<file path="config.mk">
export PLATFORM = sky130hd
export DESIGN_NAME = lsystem_turtle_interpreter
export DESIGN_NICKNAME = d
export VERILOG_FILES = /design/src/rtl/lsti_pkg.sv /design/src/rtl/lsti_ram.sv /design/src/rtl/lsystem_turtle_interpreter.sv
export SDC_FILE = /design/constraint.sdc
export NUM_CORES = 2
export LEC_CHECK = 0
export ABC_CLOCK_PERIOD_IN_PS = 15700
export BUFFER_PORTS_ARGS = -buffer_cell sky130_fd_sc_hd__clkbuf_2
export CORE_ASPECT_RATIO = 1.1
export CORE_MARGIN = 5
export CORE_UTILIZATION = 45
export DETAILED_ROUTE_END_ITERATION = 8
export GPL_ROUTABILITY_DRIVEN = 1
export PLACE_DENSITY = 0.6
export SLEW_MARGIN = 10
export SYNTH_ARGS = -nofsm -noshare
export SYNTH_HDL_FRONTEND = slang
export SYNTH_SLANG_ARGS = --single-unit
</file>
<file path="constraint.sdc">
create_clock -name clock -period 15.7 [get_ports clock]
set_clock_uncertainty 0.2 [all_clocks]
set_input_delay 0.785 -clock clock [delete_from_list [all_inputs] [get_ports clock]]
set_output_delay 0.785 -clock clock [all_outputs]
set_load 0.02 [all_outputs]
</file>
<file path="src/rtl/lsti_pkg.sv">
// Shared types and constants for the L-system turtle interpreter.
package lsti_pkg;

   // Field widths of the streams and the register port.
   localparam int SYMBOL_W    = 8;
   localparam int ACTION_W    = 3;
   localparam int COORD_OUT_W = 16;
   localparam int HEADING_W   = 9;
   localparam int LETTER_W    = 8;
   localparam int LEVEL_W     = 7;
   localparam int STEP_W      = 10;
   localparam int TURN_W      = 9;
   localparam int CSR_ADDR_W  = 1;
   localparam int CSR_DATA_W  = 10;

   // Defaults for the top-level parameters.
   localparam int STACK_DEPTH_DEF        = 64;
   localparam int COORD_WIDTH_DEF        = 16;
   localparam int SINE_FRACTION_BITS_DEF = 15;

   // Quarter-wave sine table geometry.
   localparam int SINE_ENTRIES = 91;
   localparam int SINE_IDX_W   = 7;

   // Register indexes of the configuration port.
   localparam logic [CSR_ADDR_W-1:0] CSR_STEP_LENGTH = 1'd0;
   localparam logic [CSR_ADDR_W-1:0] CSR_TURN_ANGLE  = 1'd1;

   // Register values after reset.
   localparam logic [STEP_W-1:0] STEP_RESET = 10'd10;
   localparam logic [TURN_W-1:0] TURN_RESET = 9'd90;

   // Angles in whole degrees.
   localparam logic [HEADING_W-1:0] DEG_90  = 9'd90;
   localparam logic [HEADING_W-1:0] DEG_180 = 9'd180;
   localparam logic [HEADING_W-1:0] DEG_270 = 9'd270;
   localparam logic [HEADING_W-1:0] DEG_360 = 9'd360;

   // Character codes of the command string.
   localparam logic [SYMBOL_W-1:0] SYM_A     = 8'h41;
   localparam logic [SYMBOL_W-1:0] SYM_F     = 8'h46;
   localparam logic [SYMBOL_W-1:0] SYM_G     = 8'h47;
   localparam logic [SYMBOL_W-1:0] SYM_PLUS  = 8'h2B;
   localparam logic [SYMBOL_W-1:0] SYM_MINUS = 8'h2D;
   localparam logic [SYMBOL_W-1:0] SYM_OPEN  = 8'h5B;
   localparam logic [SYMBOL_W-1:0] SYM_CLOSE = 8'h5D;

   // Result action codes.
   typedef enum logic [ACTION_W-1:0] {
      ACT_NONE      = 3'd0,
      ACT_DRAW      = 3'd1,
      ACT_MOVE      = 3'd2,
      ACT_OVERFLOW  = 3'd3,
      ACT_UNDERFLOW = 3'd4
   } action_type;

   // Result item layout, first field in the lowest bits.
   localparam int RSP_FIELDS_W = ACTION_W + 4 * COORD_OUT_W + HEADING_W + LETTER_W + LEVEL_W;
   localparam int RSP_DATA_W   = ((RSP_FIELDS_W + 7) / 8) * 8;
   localparam int RSP_PAD_W    = RSP_DATA_W - RSP_FIELDS_W;

   typedef struct packed {
      logic [RSP_PAD_W-1:0]   pad;
      logic [LEVEL_W-1:0]     stack_level;
      logic [LETTER_W-1:0]    segment_letter;
      logic [HEADING_W-1:0]   heading_deg;
      logic [COORD_OUT_W-1:0] to_y;
      logic [COORD_OUT_W-1:0] to_x;
      logic [COORD_OUT_W-1:0] from_y;
      logic [COORD_OUT_W-1:0] from_x;
      action_type             action;
   } rsp_data_type;

endpackage

</file>
<file path="src/rtl/lsti_ram.sv">
// Generic single-port-write, single-port-read RAM with a registered read.
module lsti_ram #(
   parameter int WIDTH = 8,
   parameter int DEPTH = 64,
   localparam int ADDR_W = (DEPTH > 1) ? $clog2(DEPTH) : 1
) (
   input  logic              clock,
   input  logic              wr_en,
   input  logic [ADDR_W-1:0] wr_addr,
   input  logic [WIDTH-1:0]  wr_data,
   input  logic              rd_en,
   input  logic [ADDR_W-1:0] rd_addr,
   output logic [WIDTH-1:0]  rd_data
);

   logic [WIDTH-1:0] mem_ff [0:DEPTH-1];
   logic [WIDTH-1:0] rd_data_ff;

   // Write and registered read; the read data holds until the next read.
   always_ff @(posedge clock) begin
      if (wr_en) begin
         mem_ff[wr_addr] <= wr_data;
      end
      if (rd_en) begin
         rd_data_ff <= mem_ff[rd_addr];
      end
   end

   assign rd_data = rd_data_ff;

endmodule

</file>
<file path="src/rtl/lsystem_turtle_interpreter.sv">
// Top level of the L-system turtle interpreter: decode, step, turn and bracket stack.
//
// Usage: one command symbol enters per transfer on the req_ channel (tdata holds the
// 8-bit symbol). Every symbol gives exactly one result transfer on the rsp_ channel,
// in order. The csr_ port writes step_length (index 0) and turn_angle_deg (index 1);
// write it only while no symbol is in flight.
//
// Stages: a symbol accepted on req_ enters the input stage, moves into the second
// stage and then into the output register that drives rsp_tvalid. A symbol computes
// its step from the heading and reads the stack memory as it leaves the input stage,
// and commits position, heading and stack pointer in the second stage. The next symbol
// leaves the input stage only after that commit, so it can wait there while the one
// ahead of it is still in the second stage. The stack memory has a registered read, so
// a pop reads as it leaves the input stage and uses the data in the second stage.
//
// Reset clears position, heading, stack pointer, the registers to their defaults and
// all valid flags; the stack memory itself is not cleared. When the receiver holds
// rsp_tready low the result waits in the output register; one more symbol can still
// advance into the second stage and one more is taken into the input stage before
// req_tready drops.
module lsystem_turtle_interpreter
   import lsti_pkg::*;
#(
   parameter int STACK_DEPTH        = STACK_DEPTH_DEF,
   parameter int COORD_WIDTH        = COORD_WIDTH_DEF,
   parameter int SINE_FRACTION_BITS = SINE_FRACTION_BITS_DEF
) (
   input  logic                  clock,
   input  logic                  reset,
   // Symbol stream.
   input  logic                  req_tvalid,
   output logic                  req_tready,
   input  logic [SYMBOL_W-1:0]   req_tdata,   // [7:0] symbol
   // Result stream.
   output logic                  rsp_tvalid,
   input  logic                  rsp_tready,
   // [2:0] action, [18:3] from_x, [34:19] from_y, [50:35] to_x, [66:51] to_y,
   // [75:67] heading_deg, [83:76] segment_letter, [90:84] stack_level, rest zero
   output logic [RSP_DATA_W-1:0] rsp_tdata,
   // Register write port.
   input  logic                  csr_we,
   input  logic [CSR_ADDR_W-1:0] csr_addr,
   input  logic [CSR_DATA_W-1:0] csr_wdata
);

   localparam int SINE_W    = SINE_FRACTION_BITS + 1;
   localparam int SINE_SH   = 30 - SINE_FRACTION_BITS;
   localparam int PROD_W    = STEP_W + SINE_W;
   localparam int DELTA_W   = STEP_W + 1;
   localparam int SUM_W     = ((COORD_WIDTH > DELTA_W) ? COORD_WIDTH : DELTA_W) + 1;
   localparam int SP_W      = $clog2(STACK_DEPTH + 1);
   localparam int ADDR_W    = (STACK_DEPTH > 1) ? $clog2(STACK_DEPTH) : 1;
   localparam int ENTRY_W   = 2 * COORD_WIDTH + HEADING_W;
   localparam longint PI_Q30 = 64'sd3373259426;
   localparam logic signed [SUM_W-1:0] SAT_HI =
      SUM_W'((longint'(1) <<< (COORD_WIDTH - 1)) - 1);
   localparam logic signed [SUM_W-1:0] SAT_LO =
      SUM_W'(-(longint'(1) <<< (COORD_WIDTH - 1)));
   localparam logic [SP_W-1:0] SP_FULL = SP_W'(STACK_DEPTH);
   localparam logic [HEADING_W:0] FULL_TURN = (HEADING_W + 1)'(360);

   typedef enum logic [2:0] {
      CMD_NONE,
      CMD_DRAW,
      CMD_MOVE,
      CMD_TURN_POS,
      CMD_TURN_NEG,
      CMD_PUSH,
      CMD_POP
   } cmd_type;

   typedef struct packed {
      logic                  neg;
      logic [SINE_IDX_W-1:0] idx;
   } fold_type;

   // Sine of d degrees, rounded to SINE_FRACTION_BITS, from a Q30 Taylor series.
   function automatic longint sine_entry(input int d);
      longint x;
      longint x2;
      longint term;
      longint sum;
      longint v;
      x    = (longint'(d) * PI_Q30 + 90) / 180;
      x2   = (x * x) >>> 30;
      term = x;
      sum  = x;
      term = ((term * x2) >>> 30) / 6;   sum = sum - term;
      term = ((term * x2) >>> 30) / 20;  sum = sum + term;
      term = ((term * x2) >>> 30) / 42;  sum = sum - term;
      term = ((term * x2) >>> 30) / 72;  sum = sum + term;
      term = ((term * x2) >>> 30) / 110; sum = sum - term;
      term = ((term * x2) >>> 30) / 156; sum = sum + term;
      term = ((term * x2) >>> 30) / 210; sum = sum - term;
      term = ((term * x2) >>> 30) / 272; sum = sum + term;
      term = ((term * x2) >>> 30) / 342; sum = sum - term;
      term = ((term * x2) >>> 30) / 420; sum = sum + term;
      if (sum < 0) begin
         sum = 0;
      end
      v = (sum + (longint'(1) <<< (SINE_SH - 1))) >>> SINE_SH;
      if (v > (longint'(1) <<< SINE_FRACTION_BITS)) begin
         v = longint'(1) <<< SINE_FRACTION_BITS;
      end
      return v;
   endfunction

   // Fold a heading into the first quadrant and a sign.
   function automatic fold_type fold_angle(input logic [HEADING_W-1:0] a);
      fold_type f;
      f.neg = 1'b0;
      f.idx = '0;
      priority if (a <= DEG_90) begin
         f.idx = SINE_IDX_W'(a);
      end else if (a <= DEG_180) begin
         f.idx = SINE_IDX_W'(DEG_180 - a);
      end else if (a <= DEG_270) begin
         f.neg = 1'b1;
         f.idx = SINE_IDX_W'(a - DEG_180);
      end else begin
         f.neg = 1'b1;
         f.idx = SINE_IDX_W'(DEG_360 - a);
      end
      return f;
   endfunction

   // Map a symbol to its command.
   function automatic cmd_type decode_symbol(input logic [SYMBOL_W-1:0] sym);
      cmd_type c;
      if (sym >= SYM_A && sym <= SYM_F) begin
         c = CMD_DRAW;
      end else begin
         unique case (sym)
            SYM_G:     c = CMD_MOVE;
            SYM_PLUS:  c = CMD_TURN_POS;
            SYM_MINUS: c = CMD_TURN_NEG;
            SYM_OPEN:  c = CMD_PUSH;
            SYM_CLOSE: c = CMD_POP;
            default:   c = CMD_NONE;
         endcase
      end
      return c;
   endfunction

   // Quarter-wave sine table.
   logic [SINE_W-1:0] sine_rom [0:SINE_ENTRIES-1];

   for (genvar d = 0; d < SINE_ENTRIES; d++) begin : g_sine
      assign sine_rom[d] = SINE_W'(sine_entry(d));
   end

   // Configuration registers.
   logic [STEP_W-1:0] step_ff;
   logic [TURN_W-1:0] turn_ff;

   always_ff @(posedge clock) begin
      if (reset) begin
         step_ff <= STEP_RESET;
         turn_ff <= TURN_RESET;
      end else if (csr_we) begin
         unique case (csr_addr)
            CSR_STEP_LENGTH: step_ff <= csr_wdata[STEP_W-1:0];
            CSR_TURN_ANGLE:  turn_ff <= csr_wdata[TURN_W-1:0];
            default:         ;
         endcase
      end
   end

   // Turtle state, pipeline stages and the output register.
   logic signed [COORD_WIDTH-1:0] pos_x_ff, pos_x_in;
   logic signed [COORD_WIDTH-1:0] pos_y_ff, pos_y_in;
   logic [HEADING_W-1:0]          heading_ff, heading_in;
   logic [SP_W-1:0]               sp_ff, sp_in;
   logic                          s1_valid_ff, s1_valid_in;
   logic [SYMBOL_W-1:0]           s1_sym_ff, s1_sym_in;
   logic                          s2_valid_ff, s2_valid_in;
   cmd_type                       s2_cmd_ff, s2_cmd_in;
   logic [SYMBOL_W-1:0]           s2_sym_ff, s2_sym_in;
   logic signed [DELTA_W-1:0]     s2_dx_ff, s2_dx_in;
   logic signed [DELTA_W-1:0]     s2_dy_ff, s2_dy_in;
   logic                          rsp_valid_ff, rsp_valid_in;
   rsp_data_type                  rsp_data_ff, rsp_data_in;

   // Stack memory signals.
   logic               ram_wr_en;
   logic [ADDR_W-1:0]  ram_wr_addr;
   logic [ENTRY_W-1:0] ram_wr_data;
   logic               ram_rd_en;
   logic [ADDR_W-1:0]  ram_rd_addr;
   logic [ENTRY_W-1:0] ram_rd_data;

   // Handshake and stage control.
   logic    req_xfer;
   logic    s1_adv;
   logic    commit;
   cmd_type s1_cmd;

   assign s1_cmd     = decode_symbol(s1_sym_ff);
   assign s1_adv     = s1_valid_ff && !s2_valid_ff;
   assign req_tready = !s1_valid_ff || s1_adv;
   assign req_xfer   = req_tvalid && req_tready;
   assign commit     = s2_valid_ff && (!rsp_valid_ff || rsp_tready);

   // Input stage and stage-one step computation from the committed heading.
   logic [HEADING_W:0]        cos_raw;
   logic [HEADING_W-1:0]      cos_angle;
   fold_type                  fold_s;
   fold_type                  fold_c;
   logic [PROD_W-1:0]         prod_s;
   logic [PROD_W-1:0]         prod_c;
   logic signed [DELTA_W-1:0] mag_s;
   logic signed [DELTA_W-1:0] mag_c;

   always_comb begin
      cos_raw   = {1'b0, heading_ff} + (HEADING_W + 1)'(DEG_90);
      cos_angle = (cos_raw >= FULL_TURN) ? HEADING_W'(cos_raw - FULL_TURN)
                                         : HEADING_W'(cos_raw);
      fold_s    = fold_angle(heading_ff);
      fold_c    = fold_angle(cos_angle);
      prod_s    = PROD_W'(step_ff) * PROD_W'(sine_rom[fold_s.idx]);
      prod_c    = PROD_W'(step_ff) * PROD_W'(sine_rom[fold_c.idx]);
      mag_s     = $signed({1'b0, prod_s[SINE_FRACTION_BITS +: STEP_W]});
      mag_c     = $signed({1'b0, prod_c[SINE_FRACTION_BITS +: STEP_W]});

      s1_valid_in = req_xfer ? 1'b1 : (s1_adv ? 1'b0 : s1_valid_ff);
      s1_sym_in   = req_xfer ? req_tdata : s1_sym_ff;

      s2_valid_in = s1_adv ? 1'b1 : (commit ? 1'b0 : s2_valid_ff);
      s2_cmd_in   = s1_adv ? s1_cmd : s2_cmd_ff;
      s2_sym_in   = s1_adv ? s1_sym_ff : s2_sym_ff;
      s2_dx_in    = s2_dx_ff;
      s2_dy_in    = s2_dy_ff;
      if (s1_adv) begin
         s2_dx_in = fold_s.neg ? -mag_s : mag_s;
         s2_dy_in = fold_c.neg ? -mag_c : mag_c;
      end

      ram_rd_en   = s1_adv && (s1_cmd == CMD_POP) && (sp_ff != '0);
      ram_rd_addr = ADDR_W'(sp_ff - 1'b1);
   end

   // Commit stage: update the turtle and load the output register.
   logic signed [SUM_W-1:0]       sum_x;
   logic signed [SUM_W-1:0]       sum_y;
   logic signed [COORD_WIDTH-1:0] step_x;
   logic signed [COORD_WIDTH-1:0] step_y;
   logic [TURN_W-1:0]             turn_mod;
   logic [HEADING_W:0]            hdg_plus_raw;
   logic [HEADING_W:0]            hdg_minus_raw;
   logic [HEADING_W-1:0]          hdg_plus;
   logic [HEADING_W-1:0]          hdg_minus;
   action_type                    act;
   logic [LETTER_W-1:0]           letter;

   always_comb begin
      sum_x = SUM_W'(pos_x_ff) + SUM_W'(s2_dx_ff);
      sum_y = SUM_W'(pos_y_ff) + SUM_W'(s2_dy_ff);
      priority if (sum_x > SAT_HI) begin
         step_x = COORD_WIDTH'(SAT_HI);
      end else if (sum_x < SAT_LO) begin
         step_x = COORD_WIDTH'(SAT_LO);
      end else begin
         step_x = COORD_WIDTH'(sum_x);
      end
      priority if (sum_y > SAT_HI) begin
         step_y = COORD_WIDTH'(SAT_HI);
      end else if (sum_y < SAT_LO) begin
         step_y = COORD_WIDTH'(SAT_LO);
      end else begin
         step_y = COORD_WIDTH'(sum_y);
      end

      turn_mod      = (turn_ff >= DEG_360) ? TURN_W'(turn_ff - DEG_360) : turn_ff;
      hdg_plus_raw  = {1'b0, heading_ff} + {1'b0, turn_mod};
      hdg_minus_raw = {1'b0, heading_ff} + FULL_TURN - {1'b0, turn_mod};
      hdg_plus      = (hdg_plus_raw >= FULL_TURN) ? HEADING_W'(hdg_plus_raw - FULL_TURN)
                                                  : HEADING_W'(hdg_plus_raw);
      hdg_minus     = (hdg_minus_raw >= FULL_TURN) ? HEADING_W'(hdg_minus_raw - FULL_TURN)
                                                   : HEADING_W'(hdg_minus_raw);

      pos_x_in    = pos_x_ff;
      pos_y_in    = pos_y_ff;
      heading_in  = heading_ff;
      sp_in       = sp_ff;
      act         = ACT_NONE;
      letter      = '0;
      ram_wr_en   = 1'b0;
      ram_wr_addr = sp_ff[ADDR_W-1:0];
      ram_wr_data = {pos_x_ff, pos_y_ff, heading_ff};

      if (commit) begin
         unique case (s2_cmd_ff)
            CMD_DRAW: begin
               pos_x_in = step_x;
               pos_y_in = step_y;
               act      = ACT_DRAW;
               letter   = s2_sym_ff;
            end
            CMD_MOVE: begin
               pos_x_in = step_x;
               pos_y_in = step_y;
               act      = ACT_MOVE;
            end
            CMD_TURN_POS: heading_in = hdg_plus;
            CMD_TURN_NEG: heading_in = hdg_minus;
            CMD_PUSH: begin
               if (sp_ff == SP_FULL) begin
                  act = ACT_OVERFLOW;
               end else begin
                  ram_wr_en = 1'b1;
                  sp_in     = sp_ff + 1'b1;
               end
            end
            CMD_POP: begin
               if (sp_ff == '0) begin
                  act = ACT_UNDERFLOW;
               end else begin
                  sp_in      = sp_ff - 1'b1;
                  pos_x_in   = ram_rd_data[ENTRY_W-1 -: COORD_WIDTH];
                  pos_y_in   = ram_rd_data[HEADING_W +: COORD_WIDTH];
                  heading_in = ram_rd_data[HEADING_W-1:0];
               end
            end
            default: ;
         endcase
      end

      rsp_valid_in = commit ? 1'b1 : (rsp_tready ? 1'b0 : rsp_valid_ff);
      rsp_data_in  = rsp_data_ff;
      if (commit) begin
         rsp_data_in.pad            = '0;
         rsp_data_in.action         = act;
         rsp_data_in.from_x         = COORD_OUT_W'(pos_x_ff);
         rsp_data_in.from_y         = COORD_OUT_W'(pos_y_ff);
         rsp_data_in.to_x           = COORD_OUT_W'(pos_x_in);
         rsp_data_in.to_y           = COORD_OUT_W'(pos_y_in);
         rsp_data_in.heading_deg    = heading_in;
         rsp_data_in.segment_letter = letter;
         rsp_data_in.stack_level    = LEVEL_W'(sp_in);
      end
   end

   // Control registers.
   always_ff @(posedge clock) begin
      if (reset) begin
         pos_x_ff     <= '0;
         pos_y_ff     <= '0;
         heading_ff   <= '0;
         sp_ff        <= '0;
         s1_valid_ff  <= 1'b0;
         s2_valid_ff  <= 1'b0;
         rsp_valid_ff <= 1'b0;
      end else begin
         pos_x_ff     <= pos_x_in;
         pos_y_ff     <= pos_y_in;
         heading_ff   <= heading_in;
         sp_ff        <= sp_in;
         s1_valid_ff  <= s1_valid_in;
         s2_valid_ff  <= s2_valid_in;
         rsp_valid_ff <= rsp_valid_in;
      end
   end

   // Payload registers.
   always_ff @(posedge clock) begin
      s1_sym_ff   <= s1_sym_in;
      s2_cmd_ff   <= s2_cmd_in;
      s2_sym_ff   <= s2_sym_in;
      s2_dx_ff    <= s2_dx_in;
      s2_dy_ff    <= s2_dy_in;
      rsp_data_ff <= rsp_data_in;
   end

   // Bracket stack of saved turtles.
   lsti_ram #(
      .WIDTH (ENTRY_W),
      .DEPTH (STACK_DEPTH)
   ) u_stack (
      .clock   (clock),
      .wr_en   (ram_wr_en),
      .wr_addr (ram_wr_addr),
      .wr_data (ram_wr_data),
      .rd_en   (ram_rd_en),
      .rd_addr (ram_rd_addr),
      .rd_data (ram_rd_data)
   );

   assign rsp_tvalid = rsp_valid_ff;
   assign rsp_tdata  = rsp_data_ff;

endmodule

</file>
Yosys cells after proc, flatten, opt, wreduce, memory -nomap -nowiden
Memory sizes are Yosys's and may differ from the RTL's. A register that Yosys moved wholly into a read port is not among the register bits.
Index checks and enable logic that the tools add are counted.
{"block": "word_totals", "word_cells": 155, "mem_bits_ro": 4096, "n_memories": 3, "regBits": 202, "input_bits": 24, "mem_bits_rw": 2624, "output_inout_bits": 98}
{"memory": "u_stack.mem_ff", "words": 64, "width": 41, "rd": 1, "rd_clocked_by_memory_dff": 1, "wr": 1, "line": "lsti_ram.sv:16", "rtl": "logic [WIDTH-1:0] mem_ff [0:DEPTH-1];"}
{"memory": "(no name shown)", "words": 128, "width": 16, "rd": 1, "rd_clocked_by_memory_dff": 0, "wr": 0, "line": "lsystem_turtle_interpreter.sv:221", "rtl": "prod_c = PROD_W'(step_ff) * PROD_W'(sine_rom[fold_c.idx]);"}
{"memory": "(no name shown)", "words": 128, "width": 16, "rd": 1, "rd_clocked_by_memory_dff": 0, "wr": 0, "line": "lsystem_turtle_interpreter.sv:220", "rtl": "prod_s = PROD_W'(step_ff) * PROD_W'(sine_rom[fold_s.idx]);"}
{"block": "op_classes", "mul": 2, "n_bitwise": 3, "eq_ne": 13, "order_cmp": 18, "muxes": 53, "n_reduce_logical": 19, "addsub": 20}
{"op": "16-bit two-way mux", "count": 12}
{"op": "16-bit case mux with 2 select lines", "count": 2}
{"op": "7-bit two-way mux", "count": 9}
{"op": "9-bit two-way mux", "count": 6}
{"op": "10-bit by 16-bit multiplier with 25-bit output", "count": 2}
{"op": "9-bit subtractor (second input constant)", "count": 4}
{"op": "16-bit by 11-bit adder with 17-bit output", "count": 2}
{"op": "17-bit by 16-bit greater-than comparator with 1-bit output (second input constant)", "count": 2}
{"op": "17-bit by 16-bit < comparator with 1-bit output (second input constant)", "count": 2}
{"op": "10-bit by 9-bit >= comparator with 1-bit output (second input constant)", "count": 3}
{"op": "9-bit case mux with 3 select lines", "count": 1}
{"op": "8-bit by 7-bit equality test with 1-bit output (second input constant)", "count": 3}
{"op": "10-bit negator with 11-bit output", "count": 2}
{"op": "10-bit two-way mux", "count": 2}
{"op": "9-bit by 7-bit less-or-equal comparator with 1-bit output (second input constant)", "count": 2}
{"op": "9-bit by 8-bit less-or-equal comparator with 1-bit output (second input constant)", "count": 2}
{"op": "9-bit less-or-equal comparator (second input constant)", "count": 2}
{"op": "8-bit by 6-bit equality test with 1-bit output (second input constant)", "count": 2}
{"op": "8-bit >= comparator (second input constant)", "count": 2}
{"op": "7-bit inverter with 8-bit output", "count": 2}
{"op": "1-bit two-way mux", "count": 15}
{"op": "3-bit case mux with 5 select lines", "count": 1}
{"op": "7-bit case mux with 2 select lines", "count": 1}
{"op": "6-bit by 7-bit subtractor with 7-bit output (first input constant)", "count": 2}
{"op": "27 further kinds", "count": 45}

Logic depth before layout (Yosys ltp)
{"block": "depth", "depth_word": 14, "ltp_mapped": 55, "ltp_nobuf": 50}

Modules after synthesis
A second synthesis with hierarchy kept.
{"block": "unflattened", "hier_cells": 7385, "hier_area_um2": 126891.7}
{"module": "lsti_ram", "seq_area_each_um2": 80026.8, "cells_each": 4226, "area_each_um2": 100518.9, "n_inst": 1}
{"module": "lsystem_turtle_interpreter", "seq_area_each_um2": 5365.1, "cells_each": 3159, "area_each_um2": 26372.8, "n_inst": 1}

Worst setup path before layout
No wires, ideal clock.
{"block": "synth_path", "path_kind": "register to register", "from": "reg heading_ff[3]", "to": "reg s2_dy_ff[10] (data pin)", "stages_incl_launch_ff": 53, "arrival_ps": 11858, "t_required_ps": 15246, "synth_period_minus_slack_ps": 12312, "path_buffers": 6, "setup_time_ps": 254, "path_slack_ps": 3388, "path_cell_list": "dfxtp_1 buf_4 inv_2 ha_1 buf_2 a21oi_1 xnor2_1 ha_1 xnor3_1 or2_1 a211oi_1 o221a_2 a22oi_4 o311a_4 and2_4 buf_6 clkinv_8 buf_6 [... 17 more ...] inv_1 ha_1 a21o_1 a21o_1 a21oi_1 nor2b_1 o21ai_0 nand2b_1 a221oi_1 nand2_1 inv_1 a22o_1 o21bai_1 xnor2_1 ha_1 o2111ai_1 or4_1 o21a_1"}
{"block": "synth_via", "elab_chain_len": 13, "elab_cells_between_ends": 21, "cone_classes": "add/sub: 6; mul: 1; order compare: 4; mux: 8; bitwise: 1; memory: 1"}
{"element": "start, declared", "line": "lsystem_turtle_interpreter.sv:172", "rtl": "logic [HEADING_W-1:0] heading_ff, heading_in;"}
{"element": "start signal, assigned", "line": "lsystem_turtle_interpreter.sv:356", "rtl": "heading_ff <= heading_in;"}
{"element": "9-bit by 7-bit adder with 10-bit output *", "line": "lsystem_turtle_interpreter.sv:215", "rtl": "cos_raw = {1'b0, heading_ff} + (HEADING_W + 1)'(DEG_90);"}
{"element": "9-bit subtractor or 10-bit by 9-bit >= comparator with 1-bit output (tied branches)", "line": "lsystem_turtle_interpreter.sv:216", "rtl": "cos_angle = (cos_raw >= FULL_TURN) ? HEADING_W'(cos_raw - FULL_TURN)"}
{"element": "9-bit two-way mux *", "line": "lsystem_turtle_interpreter.sv:216"}
{"element": "9-bit less-or-equal comparator, or another cell as far along", "line": "lsystem_turtle_interpreter.sv:117", "rtl": "end else if (a <= DEG_270) begin"}
{"element": "7-bit two-way mux", "line": "lsystem_turtle_interpreter.sv:117"}
{"element": "7-bit two-way mux", "line": "lsystem_turtle_interpreter.sv:115", "rtl": "end else if (a <= DEG_180) begin"}
{"element": "7-bit two-way mux", "line": "lsystem_turtle_interpreter.sv:113", "rtl": "priority if (a <= DEG_90) begin"}
{"element": "7-bit inverter with 8-bit output (not written as such)", "line": "lsystem_turtle_interpreter.sv:221"}
{"element": "memory read 128 x 16 bit"}
{"element": "16-bit two-way mux (not written as such) (2 in series)", "line": "lsystem_turtle_interpreter.sv:221"}
{"element": "10-bit by 16-bit multiplier with 25-bit output", "line": "lsystem_turtle_interpreter.sv:221"}
{"element": "10-bit negator with 11-bit output", "line": "lsystem_turtle_interpreter.sv:235", "rtl": "s2_dy_in = fold_c.neg ? -mag_c : mag_c;"}
{"element": "end signal, assigned", "line": "lsystem_turtle_interpreter.sv:370", "rtl": "s2_dy_ff <= s2_dy_in;"}
{"element": "end, declared", "line": "lsystem_turtle_interpreter.sv:180", "rtl": "logic signed [DELTA_W-1:0] s2_dy_ff, s2_dy_in;"}
Mark *: on every way between the ends. The rest lies on a longest branch, timed or not. The select of a mux whose other input is x is not followed.
A chain may end at the register's enable or synchronous reset.

Final worst setup path
{"block": "layout_path", "from": "reg heading_ff[1]", "to": "reg s2_dy_ff[10] (data pin)"}
Same word-level chain as after synthesis.

==> impl_metrics.ini <==
[outcome]
status = complete, no violations

[power_and_ir_drop]
p_per_area_nw_per_um2 = 116
vdd_ir_drop_max_v = 0.000129
p_total_mw = 16.5
p_leak_nw = 46.5

[clocking]
ctsHtreeMaxLevel = 5
root_buffer = clkbuf_16
clockBufferDepth = 4
clock-sinks = 2867
cts_tree = yes
cts_buffers = 312
postCtsHoldBufs = 20
cts_resized = 0
cts_setup_buffers = 0
path_clk_slew_ps = 70
clk_latency_ps = 940

[logic_synthesis]
syn-cell-area_um2 = 126000
seq_area_frac_synth = 0.675
synth_cells = 6850
ys.flop_type = edfxtp_1
synth_seq_cells = 2867
synthArstFlopShare = 0
synth_edf_count = 2797
syn-mean-instance-area_um2 = 18.5
ys_warn_count = 0
ys_types = 114

[critical_path]
worst_ep_arrival_time_ps = 13790
worstSetupPathType = register to register
path_common_cell = fa_1
crit_path_top_delay_cell = a31oi_1
crit_fanout = 83
cp_slowest_stage_delay_ps = 760
cp-start-kind = register
crit_path_end_kind = register
required_ps = 16120

[routing]
drtAntennaViolNets = 0
wirelength_um = 364000
first_pass_iters = 6
drt_iter0_markers = 8796
num_vias = 68800
drc = 0
wire_per_inst_um = 32.9
via_per_inst = 6.23

[floorplanning]
start_util = 0.451
core-area_um2 = 280000
row_count = 204
dieArea_um2 = 292000
ios = 122
dieHeight_um = 566
die_w_um = 515

[sta]
slew_headroom = 0.118
rsz0062_at_grt = no
fmax_mhz = 74.8
tightest_slew_ps = 1320
drv_slew = 0
period_minus_slack_ps = 13360
finalSetupTns_ps = 0
fin_crit_sh = 0.851
setup_violations = 0
hold_viol = 0
fin_hold_ws_ps = 220

[global_routing]
antenna_found_initial = 21
grt_use_total = 0.247
grt_overflow_total = 0
grt_pass1_vias = 68800
grt_first_pass_wirelength_um = 517000
grt_max_degree = 157

[cells_and_area]
area_growth_pct = 12.3
final-instance-count-excl-fill = 11000
post-route-util = 0.507
fin_nets = 7559
drive_gt1_frac = 0.240
mostFrequentLayoutCells = edfxtp_1 (2797), mux4_2 (867), nand2_1 (427)
final_common_cell = edfxtp_1

[run]
cap_violations = 0

[placed_design]
dp.cells = 10500
routabilityCongestion = 0.852
dp_hpwl_um = 210000
io_buffers = 116

[min_path]
min_path_type = primary input to register
==> per-layer routing <==
| layer | global-route usage | up-vias | share of wire |
|---|---|---|---|
| met5 | 0 | - | 0.000074 |
| met4 | 0.0804 | 4 | 0.036 |
| met3 | 0.0431 | 609 | 0.085 |
| met2 | 0.387 | 3290 | 0.47 |
| met1 | 0.356 | 37000 | 0.41 |
| li1 | - | 27900 | - |
==> Yosys cell counts, types with 24 or more instances <==
cell / instances / area share
a211oi_1: 36 / 0.0021
a21o_1: 27 / 0.0016
a21oi_1: 194 / 0.0077
a22o_1: 55 / 0.0038
a31oi_1: 24 / 0.0012
and2_1: 141 / 0.0070
buf_1: 82 / 0.0024
clkbuf_1: 271 / 0.0080
dfxtp_1: 70 / 0.011
edfxtp_1: 2797 / 0.66
fa_1: 220 / 0.035
ha_1: 206 / 0.020
inv_1: 318 / 0.0094
mux2i_1: 39 / 0.0031
mux4_2: 867 / 0.15
nand2_1: 427 / 0.013
nand2b_1: 31 / 0.0015
nand3_1: 56 / 0.0022
nor2_1: 220 / 0.0065
nor2b_1: 41 / 0.0020
nor3_1: 44 / 0.0017
o211ai_1: 26 / 0.0015
o21ai_0: 119 / 0.0047
o21bai_1: 36 / 0.0021
o221ai_1: 36 / 0.0025
xnor2_1: 89 / 0.0062
==> cell type report <==
cell class | instances | area [um2]
Tap cell | 3708 | 4640
Antenna cell | 9 | 22.5
Sequential cell | 2867 | 85500
Fill cell | 22500 | 138000
Multi-Input combinational cell | 3285 | 39000
Clock inverter | 126 | 1050
Inverter | 323 | 1230
Clock buffer | 404 | 8320
Timing Repair Buffer | 320 | 2260
==> state kept, by name, summed over array words and instances, names as in the netlist, 7 cells and up <==
register and flops:
u_stack.mem_ff 2624, rsp_tdata 91, u_stack.rd_data 41, pos_x_ff 16, pos_y_ff 16, s2_dx_ff 11, s2_dy_ff 11, step_ff 10
heading_ff 9, turn_ff 9, s1_sym_ff 8, s2_sym_ff 8, sp_ff 7
==> logic make-up (layout without fill, tap and decap cells) <==
logic type      after synthesis  count (layout)  share of synthesized area
other cells                   1              14                  0.0000297
fa+ha+maj                   426             426                     0.0552
buf+inv                     702            1173                     0.0215
mux                         912             912                      0.158
flops                      2867            2867                      0.675
compound gates              749             749                     0.0412
simple gates               1078            1078                     0.0404
xor+xnor                    115             115                    0.00840
==> worst paths after layout <==
kind / start / to / slack, ps / depth (start not counted)
worst min-delay path: csr_addr / turn_ff[8] / 220 / 4
worst min register to register: step_ff[0] / step_ff[0] / 260 / 2
worst max-delay path: heading_ff[1] / s2_dy_ff[10] / 2340 / 43
worst max register to register: heading_ff[1] / s2_dy_ff[10] / 2340 / 43
==> power breakdown <==
part | internal [mW] | switching [mW] | leakage [nW]
sequential | 8.36 | 0.0376 | 26.6
clock | 3.98 | 2.90 | 4.57
combinational | 0.430 | 0.753 | 15.2
total | 12.8 | 3.69 | 46.5
==> critical path: cells and delay by family, from the launching register on <==
kind	cells	cell delay [ps]
XOR/XNOR	3	980
AO/OA/AOI/OAI	17	4710
adder cells (fa/ha/maj)	8	3420
flip-flops	1	330
AND/OR/NAND/NOR	9	2030
buffers and inverters	6	1370
==> stage by stage <==
step	setup slack (ps)	instance area [um2]
after floorplan	3390	126000
after global placement	2570	132000
after detailed placement	2470	132000
after CTS	2410	142000
after global routing	1310	142000
final	2340	142000
No activity file was read; power rests on OpenSTA's default activity.
